<file path="src/hdl/mup2x2_pkg.sv">
// Shared types and constants for the 2x2 max-unpool scatter unit.
`timescale 1ns / 1ps

package mup2x2_pkg;

  // Configuration register indexes.
  localparam logic [1:0] CFG_PLANE_WIDTH     = 2'd0;
  localparam logic [1:0] CFG_PLANE_HEIGHT    = 2'd1;
  localparam logic [1:0] CFG_MATCH_TOLERANCE = 2'd2;

  localparam int CFG_INDEX_W = 2;
  localparam int CFG_DATA_W  = 16;
  localparam int DIM_W       = 11;
  localparam int ROW_W       = 10;

  localparam logic [DIM_W-1:0] MIN_DIM    = 11'd2;
  localparam logic [DIM_W-1:0] MAX_HEIGHT = 11'd1024;

  localparam int QUEUE_DEPTH = 4;
  localparam int QUEUE_PTR_W = 2;

  typedef struct packed {
    logic signed [15:0] pixel_value;
    logic signed [15:0] window_max;
    logic signed [15:0] window_value;
  } pixel_in_t;

  typedef struct packed {
    logic signed [15:0] out_value;
    logic               chosen;
    logic               last_of_plane;
  } pixel_out_t;

  // A classified pixel as handed from the front to the back.
  typedef struct packed {
    logic               clear;
    logic               match;
    logic signed [15:0] value;
    logic               last;
  } fe_item_t;

endpackage

</file>
<file path="src/hdl/max_unpool_2x2_scatter_unit.sv">
// Top level of the streaming 2x2 max-unpool scatter unit.
`timescale 1ns / 1ps

// Pixels of each pre-pool plane enter in raster order with their window maximum
// and scatter value; each produces one result, the scatter value on the first
// pixel of its 2x2 window that matches the maximum within match_tolerance and
// zero elsewhere. The unit sustains one pixel per clock while pix_stall is low:
// the only loop is the read-modify-write of the per-window mark memory, which
// closes through a forwarding path. A pixel's result passes through the request
// queue, the mark read register and the result register. After reset the mark
// memory is cleared window by window, during which pix_stall stays high;
// configuration writes are taken at any time.
module max_unpool_2x2_scatter_unit #(
  parameter int MAX_WIDTH = 1024
) (
  input  logic                               clk,
  input  logic                               rst,
  input  logic                               pix_valid,
  output logic                               pix_stall,
  input  mup2x2_pkg::pixel_in_t              pix_data,
  output logic                               res_valid,
  input  logic                               res_stall,
  output mup2x2_pkg::pixel_out_t             res_data,
  input  logic                               cfg_valid,
  output logic                               cfg_ready,
  input  logic [mup2x2_pkg::CFG_INDEX_W-1:0] cfg_index,
  input  logic [mup2x2_pkg::CFG_DATA_W-1:0]  cfg_data
);

  localparam int IW = $clog2((MAX_WIDTH + 1) / 2);

  logic                 busy;
  logic                 q_full;
  logic                 q_push;
  logic [IW-1:0]        push_idx;
  mup2x2_pkg::fe_item_t push_item;
  logic                 q_valid;
  logic                 q_pop;
  logic [IW-1:0]        pop_idx;
  mup2x2_pkg::fe_item_t pop_item;

  mup2x2_front #(.MAX_WIDTH(MAX_WIDTH)) u_front (
    .clk       (clk),
    .rst       (rst),
    .pix_valid (pix_valid),
    .pix_stall (pix_stall),
    .pix_data  (pix_data),
    .cfg_valid (cfg_valid),
    .cfg_ready (cfg_ready),
    .cfg_index (cfg_index),
    .cfg_data  (cfg_data),
    .busy      (busy),
    .q_full    (q_full),
    .q_push    (q_push),
    .q_idx     (push_idx),
    .q_item    (push_item)
  );

  mup2x2_queue #(.IDX_W(IW)) u_queue (
    .clk       (clk),
    .rst       (rst),
    .push      (q_push),
    .push_idx  (push_idx),
    .push_item (push_item),
    .full      (q_full),
    .pop_valid (q_valid),
    .pop       (q_pop),
    .pop_idx   (pop_idx),
    .pop_item  (pop_item)
  );

  mup2x2_back #(.MAX_WIDTH(MAX_WIDTH)) u_back (
    .clk       (clk),
    .rst       (rst),
    .q_valid   (q_valid),
    .q_pop     (q_pop),
    .q_idx     (pop_idx),
    .q_item    (pop_item),
    .busy      (busy),
    .res_valid (res_valid),
    .res_stall (res_stall),
    .res_data  (res_data)
  );

  // A request is never offered to a full queue.
  a_no_overflow: assert property (@(posedge clk) disable iff (rst) q_push |-> !q_full)
    else $error("request pushed into a full queue");

  // No pixel is taken while the mark memory is being cleared.
  a_no_accept_busy: assert property (@(posedge clk) disable iff (rst)
    busy |-> !(q_push || q_pop))
    else $error("request moved during the mark clearing pass");

  // A result that was not chosen carries zero.
  a_zero_unchosen: assert property (@(posedge clk) disable iff (rst)
    (res_valid && !res_data.chosen) |-> (res_data.out_value == 16'sd0))
    else $error("unchosen result carries a nonzero value");

  // The clearing pass starts right after reset.
  a_clear_after_reset: assert property (@(posedge clk) rst |=> busy)
    else $error("mark clearing pass did not start after reset");

endmodule

</file>
<file path="src/hdl/mup2x2_front.sv">
// Front end: configuration registers, raster counters and pixel classification.
`timescale 1ns / 1ps

module mup2x2_front #(
  parameter int MAX_WIDTH = 1024
) (
  input  logic                                 clk,
  input  logic                                 rst,
  input  logic                                 pix_valid,
  output logic                                 pix_stall,
  input  mup2x2_pkg::pixel_in_t                pix_data,
  input  logic                                 cfg_valid,
  output logic                                 cfg_ready,
  input  logic [mup2x2_pkg::CFG_INDEX_W-1:0]   cfg_index,
  input  logic [mup2x2_pkg::CFG_DATA_W-1:0]    cfg_data,
  input  logic                                 busy,
  input  logic                                 q_full,
  output logic                                 q_push,
  output logic [$clog2((MAX_WIDTH + 1) / 2)-1:0] q_idx,
  output mup2x2_pkg::fe_item_t                 q_item
);

  localparam int CW   = $clog2(MAX_WIDTH);
  localparam int IW   = $clog2((MAX_WIDTH + 1) / 2);
  localparam int CMPW = ((CW > mup2x2_pkg::DIM_W) ? CW : mup2x2_pkg::DIM_W) + 1;

  logic [mup2x2_pkg::DIM_W-1:0] plane_width;
  logic [mup2x2_pkg::DIM_W-1:0] plane_height;
  logic [15:0]                  match_tolerance;
  logic [CW-1:0]                column_count;
  logic [mup2x2_pkg::ROW_W-1:0] row_count;

  logic [CMPW-1:0]              pw_ext;
  logic [CMPW-1:0]              w_eff;
  logic [CMPW-1:0]              w_last;
  logic [mup2x2_pkg::DIM_W-1:0] h_eff;
  logic [mup2x2_pkg::DIM_W-1:0] h_last;
  logic                         end_row;
  logic                         end_plane;
  logic signed [16:0]           diff;
  logic [16:0]                  abs_diff;
  logic                         accept;

  assign cfg_ready = 1'b1;
  assign pix_stall = busy || q_full;
  assign accept    = pix_valid && !pix_stall;

  always_comb begin
    pw_ext = CMPW'(plane_width);
    if (pw_ext < CMPW'(mup2x2_pkg::MIN_DIM)) begin
      w_eff = CMPW'(mup2x2_pkg::MIN_DIM);
    end else if (pw_ext > CMPW'(MAX_WIDTH)) begin
      w_eff = CMPW'(MAX_WIDTH);
    end else begin
      w_eff = pw_ext;
    end
    w_last = w_eff - CMPW'(1);

    if (plane_height < mup2x2_pkg::MIN_DIM) begin
      h_eff = mup2x2_pkg::MIN_DIM;
    end else if (plane_height > mup2x2_pkg::MAX_HEIGHT) begin
      h_eff = mup2x2_pkg::MAX_HEIGHT;
    end else begin
      h_eff = plane_height;
    end
    h_last = h_eff - mup2x2_pkg::DIM_W'(1);

    end_row   = CMPW'(column_count) >= w_last;
    end_plane = end_row && ({1'b0, row_count} >= h_last);

    diff     = 17'(pix_data.pixel_value) - 17'(pix_data.window_max);
    abs_diff = diff[16] ? $unsigned(-diff) : $unsigned(diff);
  end

  assign q_push       = accept;
  assign q_idx        = IW'(column_count >> 1);
  assign q_item.clear = !column_count[0] && !row_count[0];
  assign q_item.match = abs_diff <= {1'b0, match_tolerance};
  assign q_item.value = pix_data.window_value;
  assign q_item.last  = end_plane;

  always_ff @(posedge clk) begin
    if (rst) begin
      plane_width     <= mup2x2_pkg::MIN_DIM;
      plane_height    <= mup2x2_pkg::MIN_DIM;
      match_tolerance <= '0;
      column_count    <= '0;
      row_count       <= '0;
    end else begin
      if (cfg_valid && cfg_ready) begin
        unique case (cfg_index)
          mup2x2_pkg::CFG_PLANE_WIDTH:     plane_width     <= cfg_data[mup2x2_pkg::DIM_W-1:0];
          mup2x2_pkg::CFG_PLANE_HEIGHT:    plane_height    <= cfg_data[mup2x2_pkg::DIM_W-1:0];
          mup2x2_pkg::CFG_MATCH_TOLERANCE: match_tolerance <= cfg_data;
          default: ;
        endcase
      end
      if (accept) begin
        if (end_row) begin
          column_count <= '0;
          row_count    <= end_plane ? '0 : row_count + mup2x2_pkg::ROW_W'(1);
        end else begin
          column_count <= column_count + CW'(1);
        end
      end
    end
  end

endmodule

</file>
<file path="src/hdl/mup2x2_queue.sv">
// Short request queue between the front end and the back end.
`timescale 1ns / 1ps

module mup2x2_queue #(
  parameter int IDX_W = 9
) (
  input  logic                 clk,
  input  logic                 rst,
  input  logic                 push,
  input  logic [IDX_W-1:0]     push_idx,
  input  mup2x2_pkg::fe_item_t push_item,
  output logic                 full,
  output logic                 pop_valid,
  input  logic                 pop,
  output logic [IDX_W-1:0]     pop_idx,
  output mup2x2_pkg::fe_item_t pop_item
);

  logic [IDX_W-1:0]                   idx_q  [mup2x2_pkg::QUEUE_DEPTH];
  mup2x2_pkg::fe_item_t               item_q [mup2x2_pkg::QUEUE_DEPTH];
  logic [mup2x2_pkg::QUEUE_PTR_W-1:0] wr_ptr;
  logic [mup2x2_pkg::QUEUE_PTR_W-1:0] rd_ptr;
  logic [mup2x2_pkg::QUEUE_PTR_W:0]   count;
  logic                               do_push;
  logic                               do_pop;

  assign full      = count == (mup2x2_pkg::QUEUE_PTR_W + 1)'(mup2x2_pkg::QUEUE_DEPTH);
  assign pop_valid = count != '0;
  assign do_push   = push && !full;
  assign do_pop    = pop && pop_valid;
  assign pop_idx   = idx_q[rd_ptr];
  assign pop_item  = item_q[rd_ptr];

  always_ff @(posedge clk) begin
    if (do_push) begin
      idx_q[wr_ptr]  <= push_idx;
      item_q[wr_ptr] <= push_item;
    end
  end

  always_ff @(posedge clk) begin
    if (rst) begin
      wr_ptr <= '0;
      rd_ptr <= '0;
      count  <= '0;
    end else begin
      if (do_push) begin
        wr_ptr <= wr_ptr + mup2x2_pkg::QUEUE_PTR_W'(1);
      end
      if (do_pop) begin
        rd_ptr <= rd_ptr + mup2x2_pkg::QUEUE_PTR_W'(1);
      end
      if (do_push && !do_pop) begin
        count <= count + (mup2x2_pkg::QUEUE_PTR_W + 1)'(1);
      end else if (do_pop && !do_push) begin
        count <= count - (mup2x2_pkg::QUEUE_PTR_W + 1)'(1);
      end
    end
  end

endmodule

</file>
<file path="src/hdl/mup2x2_back.sv">
// Back end: window mark memory read-modify-write and the result register.
`timescale 1ns / 1ps

module mup2x2_back #(
  parameter int MAX_WIDTH = 1024
) (
  input  logic                                   clk,
  input  logic                                   rst,
  input  logic                                   q_valid,
  output logic                                   q_pop,
  input  logic [$clog2((MAX_WIDTH + 1) / 2)-1:0] q_idx,
  input  mup2x2_pkg::fe_item_t                   q_item,
  output logic                                   busy,
  output logic                                   res_valid,
  input  logic                                   res_stall,
  output mup2x2_pkg::pixel_out_t                 res_data
);

  localparam int NUM_WIN = (MAX_WIDTH + 1) / 2;
  localparam int IW      = $clog2(NUM_WIN);

  logic                 taken_mem [NUM_WIN];
  logic [IW-1:0]        clr_cnt;
  logic                 s1_valid;
  logic [IW-1:0]        s1_idx;
  mup2x2_pkg::fe_item_t s1_item;
  logic                 s1_rdata;
  logic                 s1_fwd;
  logic                 s1_fwd_bit;
  logic                 s1_adv;
  logic                 taken_eff;
  logic                 chosen;
  logic                 wr_bit;

  assign s1_adv = s1_valid && (!res_valid || !res_stall);
  assign q_pop  = q_valid && !busy && (!s1_valid || s1_adv);

  // The read for the next request is captured at the same edge as the write of
  // the request ahead of it, so a write to the same window is forwarded.
  assign taken_eff = s1_item.clear ? 1'b0 : (s1_fwd ? s1_fwd_bit : s1_rdata);
  assign chosen    = s1_item.match && !taken_eff;
  assign wr_bit    = taken_eff || chosen;

  always_ff @(posedge clk) begin
    if (busy) begin
      taken_mem[clr_cnt] <= 1'b0;
    end else if (s1_adv) begin
      taken_mem[s1_idx] <= wr_bit;
    end
    if (q_pop) begin
      s1_rdata   <= taken_mem[q_idx];
      s1_idx     <= q_idx;
      s1_item    <= q_item;
      s1_fwd     <= s1_adv && (s1_idx == q_idx);
      s1_fwd_bit <= wr_bit;
    end
    if (s1_adv) begin
      res_data.out_value     <= chosen ? s1_item.value : 16'sd0;
      res_data.chosen        <= chosen;
      res_data.last_of_plane <= s1_item.last;
    end
  end

  always_ff @(posedge clk) begin
    if (rst) begin
      busy      <= 1'b1;
      clr_cnt   <= '0;
      s1_valid  <= 1'b0;
      res_valid <= 1'b0;
    end else begin
      if (busy) begin
        clr_cnt <= clr_cnt + IW'(1);
        if (clr_cnt == IW'(NUM_WIN - 1)) begin
          busy <= 1'b0;
        end
      end
      if (q_pop) begin
        s1_valid <= 1'b1;
      end else if (s1_adv) begin
        s1_valid <= 1'b0;
      end
      if (s1_adv) begin
        res_valid <= 1'b1;
      end else if (!res_stall) begin
        res_valid <= 1'b0;
      end
    end
  end

endmodule

</file>
<file path="config.mk">
export PLATFORM = sky130hd
export DESIGN_NAME = max_unpool_2x2_scatter_unit
export DESIGN_NICKNAME = d
export VERILOG_FILES = /design/src/hdl/mup2x2_pkg.sv /design/src/hdl/max_unpool_2x2_scatter_unit.sv /design/src/hdl/mup2x2_front.sv /design/src/hdl/mup2x2_queue.sv /design/src/hdl/mup2x2_back.sv
export SDC_FILE = /design/constraint.sdc
export NUM_CORES = 1
export LEC_CHECK = 0
export BUFFER_PORTS_ARGS = -buffer_cell sky130_fd_sc_hd__buf_2
export CAP_MARGIN = 10
export CORE_MARGIN = 2
export CORE_UTILIZATION = 45
export DETAILED_ROUTE_END_ITERATION = 8
export SYNTH_ARGS = -nofsm -noshare
export SYNTH_HDL_FRONTEND = slang
export SYNTH_SLANG_ARGS = --single-unit
</file>
<file path="constraint.sdc">
create_clock -name clk -period 10.84 [get_ports clk]
set_input_delay 0.542 -clock clk [delete_from_list [all_inputs] [get_ports clk]]
set_output_delay 0.542 -clock clk [all_outputs]
set_load 0.03 [all_outputs]
</file>
==> results.sh <==
export IMPL_status="complete, no violations"
export IMPL_clock_sinks=752
export IMPL_period_share_pct=46.5
export IMPL_syn_nets=3107
export IMPL_p_clk_share_pct=44.6
export IMPL_fin_crit_ns=5.04
export IMPL_fillers=6726
export IMPL_cts_setup_buffers=0
export IMPL_critPathSlowestCell="o2bb2ai_1"
export IMPL_power_switching_w=0.00132
export IMPL_cts_made_buffers=79
export IMPL_cts_root_buf="clkbuf_16"
export IMPL_max_cap_violations=0
export IMPL_async_reset_ff_share_pct=0
export IMPL_drt_first_pass_iters=5
export IMPL_crit_chain="buf_2, inv_1, ha_1, nor2b_1, o21a_1, o21a_1, o21ai_0, nand3_1, a31oi_1, nor2_1, o2bb2ai_1, o21ai_0, ha_1, nor2b_1, o21a_1, o21a_1, o21ai_0, nand2b_1, a21oi_1, o21ai_0, a31oi_1, o21ai_0, a41oi_1"
export IMPL_synth_area_per_cell_um2=11.5
export IMPL_path_class="input port to register"
export IMPL_tns_ns=0
export IMPL_netlist_top_cells_area="edfxtp_1, nor2_1, nand2_1, dfxtp_1, mux4_2"
export IMPL_drive_above_1_share_pct=10.9
export IMPL_die_x_um=280
export IMPL_ir_worst_vdd_mv=0.118
export IMPL_internal_power_w=0.00481
export IMPL_post_cts_resized=0
export IMPL_netlist_instances=2970
export IMPL_core_area_um2=75600
export IMPL_synth_edff_count=673
export IMPL_cts_tree="done"
export IMPL_synth_cell_types=69
export IMPL_io_pins=92
export IMPL_path_buf_inv=2
export IMPL_ctsLongestPathBuffers=3
export IMPL_grt_pass1_wl_um=133000
export IMPL_area_growth_pct=11.5
export IMPL_cp_top_family="compound AO/OA/AOI/OAI gates"
export IMPL_antenna_left=0
export IMPL_dp_final_hpwl_um=49200
export IMPL_synth_common_cells="edfxtp_1, nor2_1, nand2_1, clkbuf_1, a21oi_1"
export IMPL_grt_max_degree=293
export IMPL_via_count=23070
export IMPL_fin_skew_ns=0.0317
export IMPL_numPortBuffers=90
export IMPL_register_area_um2=21800
export IMPL_synth_most_common_cell="edfxtp_1"
export IMPL_finalWeightedCongestion=0.854
export IMPL_pwr_share_comb_pct=4.3
export IMPL_synth_top_area_share_pct=59.1
export IMPL_yosys_warnings=0
export IMPL_multi_input_area_um2=11500
export IMPL_powerDensity_nw_per_um2=161
export IMPL_drv_slew=0
export IMPL_drcViolationCount=0
export IMPL_cp_arrival_ns=5.37
export IMPL_drt_iter0_drc=2345
export IMPL_ctsHoldBuffers=0
export IMPL_setup_slack_ns=5.80
export IMPL_overflow=0
export IMPL_via_per_inst=5.73
export IMPL_p_sw_share_pct=21.5
export IMPL_slew_headroom_pct=14.7
export IMPL_finalHoldViolations=0
export IMPL_rsz0062_at_grt="false"
export IMPL_cts_max_level=3
export IMPL_place_ws_ns=5.22
export IMPL_wl_per_cell_um=21.7
export IMPL_synth_seq_cells=752
export IMPL_grt_pass1_vias=22750
export IMPL_initial_core_util_pct=45.2
export IMPL_clk_pin_slew_ns=0.07
export IMPL_rows=101
export IMPL_netlist_area_um2=34200
export IMPL_end_kind="register"
export IMPL_slowest_delay_ns=0.62
export IMPL_grt_use_total_pct=22.2
export IMPL_wl_um=87500
export IMPL_worst_hold_path_type="input port to register"
export IMPL_finalPower_w=0.00613
export IMPL_fp_dieH_um=280
export IMPL_synthFlopType="edfxtp_1"
export IMPL_max_freq_mhz=198
export IMPL_num_nets_final=3119
export IMPL_tightestPinTransition_ns=1.28
export IMPL_cpMostUsedCell="o21ai_0"
export IMPL_required_ns=11.17
export IMPL_critPathMaxFanout=12
export IMPL_seq_area_frac_synth_pct=63.7
export IMPL_worstSetupStartpointType="input port"
export IMPL_setup_viol=0
export IMPL_synth_area_leader_cell="edfxtp_1"
export IMPL_cellLeakagePower_nw=12.9
export IMPL_die_area_um2=78200
export IMPL_antenna_found_initial=3
export IMPL_clk_latency_ns=0.64
export IMPL_r2r_slack_ns=5.86
export IMPL_seqPwrFrac_pct=51.1
-- final timing paths --
path | start | to | depth (start not counted)
max | pix_data[18] | u_queue.item_q[2][17] | 23
max reg2reg | register | u_back.s1_rdata | 11
min | pix_data[1] | u_queue.item_q[1][2] | 1
min reg2reg | u_back.s1_item[0] | u_back.res_data[0] | 0
-- sequential cells by signal, summed over array words and instances (netlist names), 2 cells and up, named ones only --
| signal | flops |
|---|---|
| u_queue.count | 3 |
| u_back.s1_item | 19 |
| u_back.res_data | 18 |
| u_queue.idx_q | 36 |
| u_queue.wr_ptr | 2 |
| u_front.column_count | 10 |
| u_queue.item_q | 76 |
| u_back.clr_cnt | 9 |
| u_back.s1_idx | 9 |
| u_front.plane_width | 11 |
| u_back.taken_mem | 512 |
| u_front.row_count | 10 |
| u_queue.rd_ptr | 2 |
| u_front.plane_height | 11 |
| u_front.match_tolerance | 16 |
-- power by group through the flow --
stage	combinational (W)	sequential, W	clock [W]
6_report	0.000263	0.00313	0.00274
5_1_grt	0.000294	0.00313	0.00289
4_1_cts	0.000263	0.00313	0.00278
3_5_place_dp	0.000262	0.00319	0
3_3_place_gp	0.000254	0.00319	0
2_1_floorplan	0.000180	0.00319	0
-- layout by cell type (no fill, tap or decap), types with 12 or more instances in the layout --
| cell type | netlist | final |
|---|---|---|
| ha_1 | 64 | 64 |
| dfxtp_1 | 79 | 79 |
| a21oi_1 | 88 | 88 |
| buf_4 | 3 | 37 |
| edfxtp_1 | 673 | 673 |
| nand2b_1 | 17 | 17 |
| a21o_1 | 17 | 17 |
| clkinv_2 | 0 | 13 |
| xnor2_1 | 36 | 36 |
| mux4_2 | 51 | 51 |
| nand2_1 | 464 | 459 |
| a31oi_1 | 47 | 47 |
| inv_1 | 54 | 54 |
| nor3_1 | 18 | 18 |
| a311o_1 | 14 | 14 |
| and3_1 | 60 | 60 |
| nor2_1 | 620 | 616 |
| clkinv_1 | 0 | 12 |
| clkbuf_16 | 0 | 82 |
| xor2_1 | 30 | 30 |
| nand3b_1 | 13 | 13 |
| o21ai_0 | 46 | 46 |
| a221o_1 | 15 | 15 |
| o22ai_1 | 18 | 18 |
| a211oi_1 | 20 | 20 |
| mux2i_1 | 75 | 75 |
| nand4_1 | 15 | 15 |
| nand3_1 | 63 | 63 |
| buf_2 | 31 | 90 |
| and2_1 | 25 | 24 |
| nor4_1 | 19 | 19 |
| nor2b_1 | 13 | 13 |
-- per-layer routing --
layer  vias to the layer above  part of all wire, %  GRT usage, %
met5                         -                    0             0
met2                       717                   50          38.2
met1                     11602                   41          29.3
li1                      10601                    -             -
met3                       150                  6.4          3.07
met4                         0                  2.6          6.51
-- kinds of logic (layout without fill, tap and decap cells) --
family / count (synthesis) / in the layout / share of synthesized area, %
compound gates: 340 / 340 / 6.56
mux: 133 / 133 / 5.82
simple gates: 1358 / 1358 / 16.8
other cells: 1 / 4 / 0.0110
xor+xnor: 66 / 66 / 1.69
flops: 752 / 752 / 63.7
fa+ha+maj: 66 / 66 / 2.46
buf+inv: 254 / 328 / 2.96
-- stage by stage --
step	cells	instance area (um2)	hold slack, ns	utilization (%)
after global placement	3879	35500	0.407	46.9
final	4025	38100	0.126	50.4
after detailed placement	3879	35500	0.418	46.9
after global routing	4025	38100	0.107	50.4
after floorplan	2970	34200	0.400	-
after CTS	4022	38100	0.0919	50.4
-- final cells by class --
class                   count  area share, %
clock inverters            43           1.16
diodes                      3         0.0197
inverters                  56          0.578
well taps                 978           3.21
multi-input cells        1964           30.1
repair buffers            129           2.02
flip-flops and latches    752           57.2
clock buffers             100           5.74
Power figures use the tool's default switching activity.
